**config.mk**
```make
export PLATFORM = sky130hd
export DESIGN_NAME = nearest_word_by_hamming
export DESIGN_NICKNAME = d
export VERILOG_FILES = /design/src/hw/rtl/nwh_pkg.sv /design/src/hw/rtl/nwh_query_mem.sv /design/src/hw/rtl/nwh_front.sv /design/src/hw/rtl/nwh_score.sv /design/src/hw/rtl/nearest_word_by_hamming.sv
export SDC_FILE = /design/constraint.sdc
export NUM_CORES = 1
export LEC_CHECK = 0
export ABC_CLOCK_PERIOD_IN_PS = 6300
export CORE_MARGIN = 5
export CORE_UTILIZATION = 40
export DETAILED_ROUTE_END_ITERATION = 7
export DONT_BUFFER_PORTS = 1
export GPL_TIMING_DRIVEN = 0
export HOLD_SLACK_MARGIN = 0.15
export PLACE_DENSITY = 0.56
export SYNTH_ARGS = -nofsm -noshare
export SYNTH_HDL_FRONTEND = slang
export SYNTH_SLANG_ARGS = --single-unit
```
**constraint.sdc**
```tcl
create_clock -name clk_i -period 6.3 [get_ports clk_i]
set_input_delay 0.63 -clock clk_i [delete_from_list [all_inputs] [get_ports clk_i]]
set_output_delay 0.63 -clock clk_i [all_outputs]
set_load 0.05 [all_outputs]
```
**src/hw/rtl/nwh_pkg.sv**
```systemverilog
// Shared types and constants for the nearest word by Hamming distance block.
`default_nettype none

package nwh_pkg;

  // Operation codes carried by an input item.
  localparam logic OP_QUERY = 1'b0;
  localparam logic OP_CAND  = 1'b1;

  // Largest distance the result field can show.
  localparam logic [6:0] DIST_SAT = 7'd127;

  // One input item.
  typedef struct packed {
    logic       operation;
    logic [7:0] symbol;
    logic       end_of_word;
    logic       end_of_list;
  } in_item_t;

  // One result item.
  typedef struct packed {
    logic [7:0] best_index;
    logic [6:0] best_distance;
  } out_item_t;

  // Control flags handed from the front stage to the scoring stage.
  typedef struct packed {
    logic valid;     // An item occupies the scoring stage.
    logic is_cand;   // Candidate character rather than query character.
    logic clear;     // Query character that starts a new query.
    logic in_range;  // Candidate position is below the length limit.
    logic in_query;  // Candidate position lies inside the stored query.
    logic word_end;  // Last character of the candidate word.
    logic list_end;  // Last character of the candidate list.
  } nwh_ctl_t;

endpackage

`default_nettype wire

```
**src/hw/rtl/nwh_query_mem.sv**
```systemverilog
// Query character memory with one write port and one registered read port.
`default_nettype none

module nwh_query_mem
  import nwh_pkg::*;
#(
  parameter int unsigned MAX_LEN = 64,
  localparam int unsigned AW = (MAX_LEN > 1) ? $clog2(MAX_LEN) : 1
) (
  input  wire logic          clk_i,
  input  wire logic          wr_en_i,
  input  wire logic [AW-1:0] wr_addr_i,
  input  wire logic [7:0]    wr_data_i,
  input  wire logic          rd_en_i,
  input  wire logic [AW-1:0] rd_addr_i,
  output logic      [7:0]    rd_data_o
);

  logic [7:0] mem_q [MAX_LEN];

  // Write port.
  always_ff @(posedge clk_i) begin
    if (wr_en_i) begin
      mem_q[wr_addr_i] <= wr_data_i;
    end
  end

  // Read port; the data register holds while the pipeline is frozen.
  always_ff @(posedge clk_i) begin
    if (rd_en_i) begin
      rd_data_o <= mem_q[rd_addr_i];
    end
  end

endmodule

`default_nettype wire

```
**src/hw/rtl/nwh_front.sv**
```systemverilog
// Front stage: query bookkeeping, memory addressing and candidate position tracking.
`default_nettype none

module nwh_front
  import nwh_pkg::*;
#(
  parameter int unsigned MAX_LEN = 64,
  localparam int unsigned AW = (MAX_LEN > 1) ? $clog2(MAX_LEN) : 1,
  localparam int unsigned LW = $clog2(MAX_LEN + 1)
) (
  input  wire logic          clk_i,
  input  wire logic          rst_ni,
  input  wire logic          adv_i,
  input  wire logic          in_valid_i,
  input  wire in_item_t      in_data_i,
  output logic               wr_en_o,
  output logic     [AW-1:0]  wr_addr_o,
  output logic     [7:0]     wr_data_o,
  output logic     [AW-1:0]  rd_addr_o,
  output nwh_ctl_t           ctl_o,
  output logic     [7:0]     sym_o,
  output logic     [LW-1:0]  tail_o
);

  logic [LW-1:0] qlen_q, qlen_d;
  logic [LW-1:0] pos_q, pos_d;
  logic          closed_q, closed_d;
  nwh_ctl_t      ctl_q, ctl_d;
  logic [LW-1:0] qbase;
  logic [LW-1:0] pos_inc;
  logic [LW-1:0] tail;
  logic          in_range;
  logic          word_end;
  logic          take;
  logic          is_cand;

  assign take     = adv_i & in_valid_i;
  assign is_cand  = (in_data_i.operation == OP_CAND);
  assign qbase    = closed_q ? '0 : qlen_q;
  assign in_range = (pos_q < LW'(MAX_LEN));
  assign pos_inc  = in_range ? (pos_q + LW'(1)) : pos_q;
  assign word_end = in_data_i.end_of_word | in_data_i.end_of_list;
  assign tail     = (qlen_q > pos_inc) ? (qlen_q - pos_inc) : '0;

  // Query characters go to the next free entry until the query is full.
  assign wr_en_o   = take & ~is_cand & (qbase < LW'(MAX_LEN));
  assign wr_addr_o = qbase[AW-1:0];
  assign wr_data_o = in_data_i.symbol;
  assign rd_addr_o = pos_q[AW-1:0];

  // Next state of the query and position counters.
  always_comb begin
    qlen_d   = qlen_q;
    pos_d    = pos_q;
    closed_d = closed_q;
    ctl_d    = '0;
    if (take) begin
      ctl_d.valid   = 1'b1;
      ctl_d.is_cand = is_cand;
      if (!is_cand) begin
        ctl_d.clear = closed_q;
        if (qbase < LW'(MAX_LEN)) begin
          qlen_d = qbase + LW'(1);
        end else begin
          qlen_d = qbase;
        end
        if (closed_q) begin
          pos_d = '0;
        end
        closed_d = in_data_i.end_of_word;
      end else begin
        closed_d       = 1'b1;
        ctl_d.in_range = in_range;
        ctl_d.in_query = (pos_q < qlen_q);
        ctl_d.word_end = word_end;
        ctl_d.list_end = in_data_i.end_of_list;
        pos_d          = word_end ? '0 : pos_inc;
      end
    end else if (adv_i) begin
      ctl_d = '0;
    end else begin
      ctl_d = ctl_q;
    end
  end

  // Control registers.
  always_ff @(posedge clk_i or negedge rst_ni) begin
    if (!rst_ni) begin
      qlen_q   <= '0;
      pos_q    <= '0;
      closed_q <= 1'b1;
      ctl_q    <= '0;
    end else begin
      qlen_q   <= qlen_d;
      pos_q    <= pos_d;
      closed_q <= closed_d;
      ctl_q    <= ctl_d;
    end
  end

  // Payload passed along with the item.
  always_ff @(posedge clk_i) begin
    if (take) begin
      sym_o  <= in_data_i.symbol;
      tail_o <= tail;
    end
  end

  assign ctl_o = ctl_q;

endmodule

`default_nettype wire

```
**src/hw/rtl/nwh_score.sv**
```systemverilog
// Scoring stage: mismatch count, best candidate tracking and the result register.
`default_nettype none

module nwh_score
  import nwh_pkg::*;
#(
  parameter int unsigned MAX_LEN   = 64,
  parameter int unsigned MAX_WORDS = 256,
  localparam int unsigned LW = $clog2(MAX_LEN + 1),
  localparam int unsigned WW = $clog2(MAX_WORDS + 1),
  localparam int unsigned IW = $clog2(MAX_WORDS)
) (
  input  wire logic          clk_i,
  input  wire logic          rst_ni,
  input  wire logic          adv_i,
  input  wire nwh_ctl_t      ctl_i,
  input  wire logic [7:0]    sym_i,
  input  wire logic [LW-1:0] tail_i,
  input  wire logic [7:0]    rd_data_i,
  input  wire logic          out_stall_i,
  output logic               out_valid_o,
  output out_item_t          out_data_o
);

  logic [LW-1:0]   run_q;
  logic [LW-1:0]   best_q;
  logic            none_q;
  logic [IW-1:0]   word_q;
  logic [WW-1:0]   wc_q;
  logic            out_valid_q;
  out_item_t       out_data_q;
  logic            mis;
  logic [LW-1:0]   run_new;
  logic [LW-1:0]   word_dist;
  logic            room;
  logic            better;
  logic [LW-1:0]   best_fin;
  logic [IW-1:0]   word_fin;
  logic [LW+6:0]   dist_ext;
  logic [IW+7:0]   idx_ext;
  logic            fire;
  logic            emit;

  // Distance of the word that ends with this character.
  assign mis       = ctl_i.in_range & (~ctl_i.in_query | (rd_data_i != sym_i));
  assign run_new   = run_q + LW'(mis);
  assign word_dist = run_new + tail_i;
  assign room      = (wc_q < WW'(MAX_WORDS));
  assign better    = ctl_i.word_end & room & (none_q | (word_dist < best_q));
  assign best_fin  = better ? word_dist : best_q;
  assign word_fin  = better ? wc_q[IW-1:0] : word_q;
  assign fire      = adv_i & ctl_i.valid;
  assign emit      = fire & ctl_i.is_cand & ctl_i.list_end;

  // Result fields: low index bits and a saturated distance.
  assign dist_ext = (LW + 7)'(best_fin);
  assign idx_ext  = (IW + 8)'(word_fin);

  // Search state.
  always_ff @(posedge clk_i or negedge rst_ni) begin
    if (!rst_ni) begin
      run_q  <= '0;
      best_q <= '1;
      none_q <= 1'b1;
      word_q <= '0;
      wc_q   <= '0;
    end else if (fire) begin
      if (!ctl_i.is_cand) begin
        if (ctl_i.clear) begin
          run_q  <= '0;
          best_q <= '1;
          none_q <= 1'b1;
          word_q <= '0;
          wc_q   <= '0;
        end
      end else if (ctl_i.word_end) begin
        run_q <= '0;
        if (ctl_i.list_end) begin
          best_q <= '1;
          none_q <= 1'b1;
          word_q <= '0;
          wc_q   <= '0;
        end else begin
          best_q <= best_fin;
          word_q <= word_fin;
          if (better) begin
            none_q <= 1'b0;
          end
          if (room) begin
            wc_q <= wc_q + WW'(1);
          end
        end
      end else begin
        run_q <= run_new;
      end
    end
  end

  // Result register; a stalled transfer holds its value.
  always_ff @(posedge clk_i or negedge rst_ni) begin
    if (!rst_ni) begin
      out_valid_q <= 1'b0;
    end else if (emit) begin
      out_valid_q <= 1'b1;
    end else if (!out_stall_i) begin
      out_valid_q <= 1'b0;
    end
  end

  always_ff @(posedge clk_i) begin
    if (emit) begin
      out_data_q.best_index    <= idx_ext[7:0];
      out_data_q.best_distance <= (dist_ext > (LW + 7)'(DIST_SAT)) ? DIST_SAT : dist_ext[6:0];
    end
  end

  assign out_valid_o = out_valid_q;
  assign out_data_o  = out_data_q;

endmodule

`default_nettype wire

```
**src/hw/rtl/nearest_word_by_hamming.sv**
```systemverilog
// Top level of the nearest word by Hamming distance block.
//
// Input channel (in_valid_i, in_stall_o, in_data_i) carries one character per
// transfer: query characters build the stored query, candidate characters are
// compared against it. Output channel (out_valid_o, out_stall_i, out_data_o)
// carries one result on the last character of each candidate list: the index
// of the closest candidate (first one wins a tie) and its distance.
// Throughput is one character per cycle while in_stall_o is low. A result
// follows the transfer of the character that ends the list through the query
// memory read and front stage registers, then the scoring stage and result register.
// While a result waits in the output register and the receiver stalls, the
// pipeline keeps scoring characters; it freezes and raises in_stall_o only
// when the character that ends the next list reaches the scoring stage.
// Otherwise the input is never stalled. Reset empties the query and the
// search; the query memory itself is not cleared, and entries past the
// stored query are never used.
`default_nettype none

module nearest_word_by_hamming
  import nwh_pkg::*;
#(
  parameter int unsigned MAX_LEN   = 64,
  parameter int unsigned MAX_WORDS = 256
) (
  input  wire logic      clk_i,
  input  wire logic      rst_ni,
  input  wire logic      in_valid_i,
  output logic           in_stall_o,
  input  wire in_item_t  in_data_i,
  output logic           out_valid_o,
  input  wire logic      out_stall_i,
  output out_item_t      out_data_o
);

  localparam int unsigned AW = (MAX_LEN > 1) ? $clog2(MAX_LEN) : 1;
  localparam int unsigned LW = $clog2(MAX_LEN + 1);

  logic          adv;
  logic          wr_en;
  logic [AW-1:0] wr_addr;
  logic [7:0]    wr_data;
  logic [AW-1:0] rd_addr;
  logic [7:0]    rd_data;
  nwh_ctl_t      ctl;
  logic [7:0]    sym;
  logic [LW-1:0] tail;

  // The pipeline moves unless a new result would overwrite one the receiver holds.
  assign adv        = ~(out_valid_o & out_stall_i & ctl.valid & ctl.is_cand & ctl.list_end);
  assign in_stall_o = ~adv;

  nwh_front #(
    .MAX_LEN (MAX_LEN)
  ) u_front (
    .clk_i      (clk_i),
    .rst_ni     (rst_ni),
    .adv_i      (adv),
    .in_valid_i (in_valid_i),
    .in_data_i  (in_data_i),
    .wr_en_o    (wr_en),
    .wr_addr_o  (wr_addr),
    .wr_data_o  (wr_data),
    .rd_addr_o  (rd_addr),
    .ctl_o      (ctl),
    .sym_o      (sym),
    .tail_o     (tail)
  );

  nwh_query_mem #(
    .MAX_LEN (MAX_LEN)
  ) u_mem (
    .clk_i     (clk_i),
    .wr_en_i   (wr_en),
    .wr_addr_i (wr_addr),
    .wr_data_i (wr_data),
    .rd_en_i   (adv),
    .rd_addr_i (rd_addr),
    .rd_data_o (rd_data)
  );

  nwh_score #(
    .MAX_LEN   (MAX_LEN),
    .MAX_WORDS (MAX_WORDS)
  ) u_score (
    .clk_i       (clk_i),
    .rst_ni      (rst_ni),
    .adv_i       (adv),
    .ctl_i       (ctl),
    .sym_i       (sym),
    .tail_i      (tail),
    .rd_data_i   (rd_data),
    .out_stall_i (out_stall_i),
    .out_valid_o (out_valid_o),
    .out_data_o  (out_data_o)
  );

endmodule

`default_nettype wire

```
; Word level (Yosys, flattened, before mapping)
; Memories as Yosys holds them, arrays and structs flattened. A register that Yosys moved wholly into a read port is not among the register bits.
; Cells that the tools add are included.
[op_classes]
n_mux = 38
add_sub_neg = 6
n_lt_le_gt_ge = 7
reduce_logical = 9
bitwise = 19
eq_ne = 6
[op_table]
columns = cell, n
row1 = $mux 7, 16
row2 = $mux 9, 5
row3 = $mux 8, 5
row4 = $add 7x1->7 const B, 2
row5 = $lt 7x7->1, 2
row6 = $lt 7x7->1 const B, 2
row7 = $and 1x1->1, 13
row8 = $mux 1, 11
row9 = $add 9x1->9 const B, 1
row10 = $lt 9x9->1 const B, 1
row11 = $ne 8x8->1, 1
row12 = $reduce_and 4->1, 2
row13 = $add 7x1->7, 1
row14 = $add 7x7->7, 1
row15 = $gt 7x7->1, 1
row16 = $gt 7x7->1 const B, 1
row17 = $sub 7x7->7, 1
row18 = $ne 3x3->1 const B, 2
row19 = $reduce_and 2->1, 3
row20 = $mux 4, 1
row21 = $ne 2x1->1 const B, 2
row22 = $reduce_bool 2->1, 2
row23 = $not 1->1, 3
row24 = $or 1x1->1, 3
row25 = other kinds (3), 3
[totals]
input_bits = 15
ram_bits = 512
n_memories = 1
reg_bits = 85
output_inout_bits = 17
wordCells = 106
[mem_list]
columns = memory, depth, width, rd, rd_clocked_by_memory_dff, wr, line
row1 = u_mem.mem_q, 64, 8, 1, 1, 1, nwh_query_mem.sv:19  ; logic [7:0] mem_q [MAX_LEN];

; Logic depth before layout (Yosys ltp)
; Gate-level depths: netlist of run 1.
[depth]
word_depth = 12
ltp_mapped = 23
depth_no_buf = 21

; Cells and area by module
; Synthesis of run 1 repeated with hierarchy kept, for this count alone.
[hier_totals]
cells_unflattened = 1402
hier_area_um2 = 25156.6
[by_module_without_submodules]
columns = module, area_per_inst_um2, seq_area_each_um2, instances, cells_per_inst
row1 = nwh_query_mem, 20246.9, 15615.0, 1, 940
row2 = nwh_score, 2715.1, 1286.2, 1, 239
row3 = nwh_front, 2177.1, 1002.2, 1, 220
row4 = nearest_word_by_hamming, 17.5, 0.0, 1, 3

; Worst setup path before layout of run 1
; No wires, ideal clock.
[synth_path]
path_type = register to register
from = register u_front.sym_o[7]
to = register u_score.out_data_q, in the netlist u_score.out_data_o[10] (data pin)
setup_ns = 0.260
period_less_slack_ns = 4.586
required_ns = 6.040
path_stages_with_launch = 22
setup_slack_ns = 1.714
arrival_time_ns = 4.326
n_path_buf = 2
cell_sequence = edfxtp_1 > xor2_1 > nor4_1 > nand3_1 > o41a_1 > ha_1 > ha_1 > fa_1 > a21o_1 > a21oi_1 > o21bai_1 > a21oi_1 > xnor2_1 > inv_1 > ha_1 > nand4_1 > nor2_1 > a211oi_1 > o21bai_1 > buf_2 > buf_2 > mux2_2
[synth_between]
elab_chain_len = 9
[synth_lines]
columns = item, line
row1 = start: declaration, nwh_front.sv:21  ; output logic [7:0] sym_o,
row2 = start signal: assignment, nwh_front.sv:104  ; sym_o <= in_data_i.symbol;
row3 = $ne 8x8->1, nwh_score.sv:45  ; assign mis = ctl_i.in_range & (~ctl_i.in_query | (rd_data_i != sym_i));
row4 = $or 1x1->1, nwh_score.sv:45
row5 = $and 1x1->1, nwh_score.sv:45
row6 = $add 7x1->7, nwh_score.sv:46  ; assign run_new = run_q + LW'(mis);
row7 = $add 7x7->7, nwh_score.sv:47  ; assign word_dist = run_new + tail_i;
row8 = $lt 7x7->1, nwh_score.sv:49  ; assign better = ctl_i.word_end & room & (none_q | (word_dist < best_q));
row9 = $or 1x1->1, nwh_score.sv:49
row10 = $and 1x1->1, nwh_score.sv:49
row11 = $mux 8, nwh_score.sv:51  ; assign word_fin = better ? wc_q[IW-1:0] : word_q;
row12 = named net u_score.word_fin[3], nwh_score.sv:38  ; logic [IW-1:0] word_fin;
row13 = end: declaration, nwh_score.sv:31  ; out_item_t out_data_q;
; The timed path passes the listed nets, and every way through them passes these cells.
; A chain may end at the register's enable or synchronous reset.

; Final worst setup path of run 1
[layout_path]
from = register u_front.sym_o[7]
to = register u_score.out_data_q, in the netlist u_score.out_data_o[8] (data pin)
; Same word-level chain as after synthesis.

==> results of run 1 <==
-- final cells by class --
type,instances,area [um2],share of cell area (%)
multi-input cells,653,6230,22.2
inverters,28,105,0.375
repair buffers,13,288,1.03
clock inverters,37,413,1.47
diodes,1,2.50,0.00893
clock buffers,82,1760,6.30
well taps,782,978,3.49
plain buffers,63,328,1.17
flip-flops and latches,605,17900,63.9
-- kinds of logic after synthesis --
group,count (synthesis),synth area share (%)
adders and majority gates,32,1.69
AOI/OAI and AO/OA,194,5.22
and+or+nand+nor,238,4.33
buffers and inverters,91,1.76
DFF,605,72.9
muxes,161,13.1
xor gates and xnor gates,28,0.999
-- metal layers --
metal	wire (um)	global-route usage [%]	vias up
li1	-	-	5599
met1	27100	26.9	6978
met2	31200	30.9	521
met3	4880	4.69	144
met4	2650	7.13	0
met5	0	0	-
-- metrics by stage --
stage                     instance area (um2)  hold slack, ns  total power [W]  setup slack [ns]
after global placement                  25500           0.337          0.00515             0.957
after global routing                    28000           0.180          0.00934             0.540
after detailed placement                25500           0.337          0.00515             0.976
after floorplan                         24600           0.334          0.00497              1.71
final                                   28000           0.183          0.00905              1.01
after CTS                               28000           0.151          0.00912             0.913
-- where the power goes --
group,switching [W],internal [W]
clock network,0.00160,0.00230
logic,0.000406,0.000260
registers,0.0000382,0.00445
-- cells in the mapped netlist (3+ instances only) --
| cell | count |
|---|---|
| a211oi_1 | 3 |
| a21o_1 | 4 |
| a21oi_1 | 37 |
| a221oi_1 | 4 |
| a22o_1 | 19 |
| a22oi_1 | 34 |
| a2bb2oi_1 | 6 |
| a31oi_1 | 4 |
| and3_1 | 5 |
| buf_1 | 3 |
| buf_2 | 19 |
| buf_4 | 6 |
| buf_6 | 6 |
| clkbuf_1 | 29 |
| dfrtp_1 | 46 |
| dfstp_2 | 9 |
| edfxtp_1 | 550 |
| ha_1 | 30 |
| inv_1 | 27 |
| mux2_2 | 22 |
| mux2i_1 | 13 |
| mux4_2 | 126 |
| nand2_1 | 54 |
| nand2b_1 | 11 |
| nand3_1 | 23 |
| nand4_1 | 3 |
| nor2_1 | 104 |
| nor2b_1 | 7 |
| nor3_1 | 13 |
| nor4_1 | 4 |
| o211ai_1 | 5 |
| o21ai_0 | 47 |
| o21bai_1 | 5 |
| o221ai_1 | 3 |
| o22ai_1 | 4 |
| o31ai_1 | 8 |
| or2_2 | 3 |
| xnor2_1 | 17 |
| xor2_1 | 11 |
-- state kept, by name, indices dropped and copies added (netlist names), 7 cells and up --
| register | cells |
|---|---|
| u_score.word_q | 8 |
| u_front.ctl_o | 7 |
| u_score.best_q | 7 |
| u_score.run_q | 7 |
| u_front.sym_o | 8 |
| u_front.qlen_q | 7 |
| u_mem.mem_q | 512 |
| u_front.tail_o | 7 |
| u_mem.rd_data_o | 8 |
| u_front.pos_q | 7 |
| u_score.wc_q | 9 |
| u_score.out_data_o | 15 |
-- path summary, 6_finish.rpt --
kind / start / end / slack (ns)
worst max-delay path: u_front.sym_o[7]$_DFFE_PP_ / u_score.out_data_o[8]$_DFFE_PP_ / 1.01
worst min-delay path: in_data_i[1] / u_front.closed_q$_DFFE_PN1P_ / 0.18
worst max register to register: u_front.sym_o[7]$_DFFE_PP_ / u_score.out_data_o[8]$_DFFE_PP_ / 1.01
worst min register to register: u_score.best_q[0]$_DFFE_PN1P_ / u_score.best_q[0]$_DFFE_PN1P_ / 0.47
max in group asynchronous: rst_ni / u_score.best_q[0]$_DFFE_PN1P_ / 5.40
min in group asynchronous: rst_ni / u_score.word_q[5]$_DFFE_PN0P_ / 0.60
-- repair_timing --
| action | CTS | global route |
|---|---|---|
| gates resized for setup | 0 | 0 |
| endpoints found under the hold margin | 570 | 0 |
| hold buffers | 13 | 0 |
==> flow_summary_export.csv, run 1 <==
group,metric,value,unit
run_status,outcome,"complete, no violations",
cts,root_buffer,"clkbuf_16",
synth,synth_edf_count,550,
synth,async_reset_ff_share,9.09,%
cts,cts_buffers,66,
grt,grt_pass1_vias,13198,
sta,period_share,84.0,%
grt,overflow,0,
placement,io_buffer_count,0,
cts,clkSinkCount,605,
sta,grt_setup_unrepaired,"false",
grt,grt_max_degree,66,
critical_path,arrival,5.63,ns
critical_path,end_kind,"flip-flop",
synth,yosysTopAreaCellShare,67.3,%
cts,cts_tree,"built",
floorplanning,die_w,258,um
critical_path,cp.required,6.64,ns
final_layout,nNetsFinal,1477,
sta,hold_viol,0,
routing,postRouteWirelength,65800,um
sta,setup_viol,0,
final_layout,fill_cells,5130,
routing,drc,0,
placement,place.gp.congestion,0.895,
floorplanning,dieArea,66500,um2
synth,synth_largest_area_cell,"edfxtp_1",
critical_path,start_kind,"flip-flop",
sta,tightest_slew,1.27,ns
cts,clk_latency,0.61,ns
power_and_ir_drop,power.density,323,nW/um2
final_layout,layout_commonest_cell,"edfxtp_1",
routing,vias,13242,
floorplanning,die_h,258,um
grt,grt.total_usage,19.6,%
routing,drt-wirelength-per-cell,29.1,um
placement,hpwlAfterDp,41000,um
synth,yosysUniqueCellTypes,57,
synth,yosysSeqAreaShare,72.9,%
floorplanning,core_area,60600,um2
min_path,hp-class,"in2reg",
sta,final.setup.tns,0,ns
critical_path,path_depth,22,
flow_run,maxCapViolCount,0,
cts,clk_pin_slew_worst_paths,0.06,ns
critical_path,criticalPathCategory,"reg2reg",
critical_path,crit_path_frequent_cell,"ha_1",
routing,drt-initial-drc-count,1652,
cts,clock_path_buffers,3,
final_layout,drive_gt1_share,20.3,%
synth,synthCells,1349,
synth,syn_avg_cell_area,18.2,um2
critical_path,crit_fanout,10,
sta,slew_violations,0,
sta,fin_skew,0.0245,ns
routing,ant_nets,0,
synth,yosysWarnings,0,
floorplanning,io_pins,32,
critical_path,reg2reg_depth,22,
grt,grt_pass1_wl,94300,um
power_and_ir_drop,p_leak,9.13,nW
synth,synthTopCellsByArea,"edfxtp_1 67%, mux4_2 12%, dfrtp_1 4.7%",
critical_path,cpPeakStageDelay,0.38,ns
critical_path,critPathTopFamily,"compound AO/OA/AOI/OAI gates",
floorplanning,core.rowCount,90,
critical_path,crit_slowest_cell,"edfxtp_1",
final_layout,area_growth,14.0,%
routing,dr.pass1.iters,5,
final_layout,final_cells,2264,
synth,ys_ff_latch,605,
routing,vias_per_cell,5.85,
floorplanning,initial_utilization,40.5,%
placement,place_inst,2131,
final_layout,final_cell_mix,"550 x edfxtp_1, 126 x mux4_2, 104 x nor2_1, 68 x clkbuf_16, 54 x nand2_1",
grt,antenna_found_initial,0,
sta,slew_headroom,15.2,%
cts,htreeDepth,3,
synth,synth_nets,1396,
min_path,holdPathStages,2,
power_and_ir_drop,max-vdd-ir-drop,0.000229,V
final_layout,fin_util,46.2,%
sta,finalCriticalPeriod,5.29,ns
synth,synth_ff_type,"edfxtp_1",
cts,post_cts_buffers,0,
critical_path,cp.buffers_inverters,3,
synth,syn_area,24600,um2
sta,max_freq,0.189,GHz
critical_path,cp_cell_sequence,"xor2_1 > nor4_1 > nand3_1 > o41a_1 > ha_1 > ha_1 > xor2_1 > ha_1 > a21o_1 > a21oi_1 > o21bai_1 > a21oi_1 > xnor2_1 > inv_1 > ha_1 > nand4_1 > nor2_1 > a211oi_1 > o21bai_1 > buf_2 > buf_2 > mux2_2",
No activity file was read; power rests on OpenSTA's default activity.
==> run 2: changes to the inputs <==
- ABC_CLOCK_PERIOD_IN_PS: 6300 -> 4950
- clock period: 6.3 -> 4.95 ns (I/O delays scaled with it)
==> flow_summary_export.csv, run 2 (synthesis gave the netlist of run 1 again) <==
group,metric,value,unit
routing,drc,0,
critical_path,reg2reg_depth,21,
cts,clock_path_buffers,3,
grt,grt_pass1_vias,13247,
final_layout,fill_cells,5112,
cts,cts_tree,"built",
power_and_ir_drop,clock_power_share,43.0,%
placement,place_inst,2131,
critical_path,arrival,4.98,ns
sta,finalCriticalPeriod,4.64,ns
grt,grt.total_usage,19.6,%
sta,max_freq,0.216,GHz
critical_path,crit_fanout,6,
critical_path,end_kind,"flip-flop",
final_layout,largest_reg_flops,512,
min_path,hp-class,"in2reg",
run_status,outcome,"complete, no violations",
floorplanning,core.rowCount,90,
routing,ant_nets,0,
floorplanning,core_area,60600,um2
final_layout,final_cells,2278,
power_and_ir_drop,p_int,0.00894,W
sta,final.setup.tns,0,ns
flow_run,maxCapViolCount,0,
floorplanning,die_w,258,um
floorplanning,dieArea,66500,um2
final_layout,nNetsFinal,1492,
floorplanning,initial_utilization,40.5,%
power_and_ir_drop,p_sw_share,22.7,%
placement,hpwlAfterDp,41000,um
final_layout,drive_gt1_share,21.7,%
routing,drt-initial-drc-count,1694,
grt,antenna_found_initial,0,
final_layout,regMostFlops,"u_mem.mem_q",
sta,hold_viol,0,
sta,fin_ws,0.310,ns
cts,clk_latency,0.61,ns
min_path,hold_end,"u_front.ctl_o[1]$_DFFE_PN0P_",
sta,fin_skew,0.0215,ns
final_layout,multiInputGateArea,6300,um2
placement,io_buffer_count,0,
power_and_ir_drop,max-vdd-ir-drop,0.000292,V
final_layout,area_growth,14.9,%
critical_path,r2r_slack,0.31,ns
final_layout,n_antenna_cell,0,
cts,clk_pin_slew_worst_paths,0.06,ns
routing,vias,13276,
final_layout,fin_util,46.6,%
critical_path,criticalPathCategory,"reg2reg",
sta,period_share,93.7,%
placement,place_ws,-0.374,ns
grt,grt_pass1_wl,94200,um
routing,postRouteWirelength,65700,um
floorplanning,io_pins,32,
placement,place.gp.congestion,0.895,
power_and_ir_drop,total_power,0.0116,W
routing,vias_per_cell,5.83,
cts,htreeDepth,3,
final_layout,final_cell_mix,"550 x edfxtp_1, 126 x mux4_2, 104 x nor2_1, 68 x clkbuf_16, 54 x nand2_1",
sta,tightest_slew,1.24,ns
routing,dr.pass1.iters,8,
cts,clkSinkCount,605,
grt,overflow,0,
final_layout,register_area,17900,um2
routing,drt-wirelength-per-cell,28.8,um
critical_path,r2r-end,"u_score.out_data_o[5]$_SDFFCE_PN1P_",
cts,cts_buffers,66,
final_layout,layout_commonest_cell,"edfxtp_1",
sta,slew_headroom,17.2,%
min_path,min-delay-start,"in_data_i[0]",
sta,setup_viol,0,
cts,root_buffer,"clkbuf_16",
power_and_ir_drop,power.density,410,nW/um2
power_and_ir_drop,power_switching,0.00262,W
power_and_ir_drop,seqPwrFrac,49.4,%
min_path,holdPathStages,2,
critical_path,cp.required,5.29,ns
grt,grt_max_degree,66,
critical_path,reg2reg_from,"u_mem.rd_data_o[7]$_DFFE_PN_",
critical_path,start_kind,"flip-flop",
power_and_ir_drop,combPwrFrac,7.6,%
power_and_ir_drop,p_leak,9.21,nW
floorplanning,die_h,258,um
sta,slew_violations,0,
-- run 2: through the flow --
step,hold slack [ns],cell area [um2]
after floorplan,0.199,24600
after global placement,0.202,25500
after detailed placement,0.202,25500
after CTS,0.168,28100
after global routing,0.200,28200
final,0.201,28200
-- run 2: final cells by class --
class | count | area share (%)
plain buffers | 63 | 1.23
clock buffers | 82 | 6.25
clock inverters | 37 | 1.46
inverters | 28 | 0.372
multi-input cells | 653 | 22.3
flip-flops and latches | 605 | 63.4
well taps | 782 | 3.47
repair buffers | 28 | 1.47
-- run 2: repair_timing --
action	4_1_cts	5_1_grt
setup endpoints to repair	30	30
buffers inserted	8	6
pin swaps	7	16
resized for setup	9	9
endpoints found under the hold margin	582	0
hold buffers	14	0
-- run 2: critical path: stages (launching register included) --
cell and delay, ns:
edfxtp_1 0.37, xor2_1 0.18, nor4_2 0.28, nand3_1 0.09, o41a_1 0.39, ha_4 0.21
ha_4 0.23, fa_2 0.36, a21o_1 0.19, a21oi_2 0.14, o21bai_1 0.08, a21oi_1 0.18
xnor2_1 0.16, inv_1 0.11, ha_4 0.28, nand4_1 0.06, nor2_1 0.15, a211oi_2 0.09
o21bai_1 0.18, buf_6 0.17, buf_12 0.12, mux2_2 0.34
-- run 2: metal layers --
layer / vias to the layer above / GRT usage [%] / wire, um
met1: 6979 / 26.9 / 26900
li1: 5618 / - / -
met5: - / 0 / 0
met4: 0 / 7.00 / 2580
met3: 134 / 4.59 / 4890
met2: 545 / 30.9 / 31300
-- run 2: power by group through the flow --
stage / logic (W) / registers (W) / clock network, W
6_report: 0.000884 / 0.00571 / 0.00497
5_1_grt: 0.000965 / 0.00572 / 0.00525
4_1_cts: 0.000875 / 0.00571 / 0.00505
3_5_place_dp: 0.000740 / 0.00582 / 0
3_3_place_gp: 0.000734 / 0.00581 / 0
2_1_floorplan: 0.000518 / 0.00580 / 0
-- run 2: how the worst max path moves through the flow --
| stage | start | end | slack, ns | cells past startpoint |
|---|---|---|---|---|
| floorplan | u_front.sym_o[7]$_DFFE_PP_ | u_score.out_data_o[10]$_DFFE_PP_ | 0.36 | 21 |
| global placement | u_front.sym_o[7]$_DFFE_PP_ | u_score.out_data_o[9]$_DFFE_PP_ | -0.39 | 22 |
| global route | u_front.sym_o[6]$_DFFE_PP_ | u_score.out_data_o[13]$_DFFE_PP_ | -0.007 | 21 |
| detailed placement | u_front.sym_o[7]$_DFFE_PP_ | u_score.out_data_o[8]$_DFFE_PP_ | -0.37 | 22 |
| finish | u_mem.rd_data_o[7]$_DFFE_PN_ | u_score.out_data_o[5]$_SDFFCE_PN1P_ | 0.31 | 21 |
| CTS | u_mem.rd_data_o[0]$_DFFE_PN_ | u_score.word_q[3]$_DFFE_PN0P_ | 0.0003 | 23 |
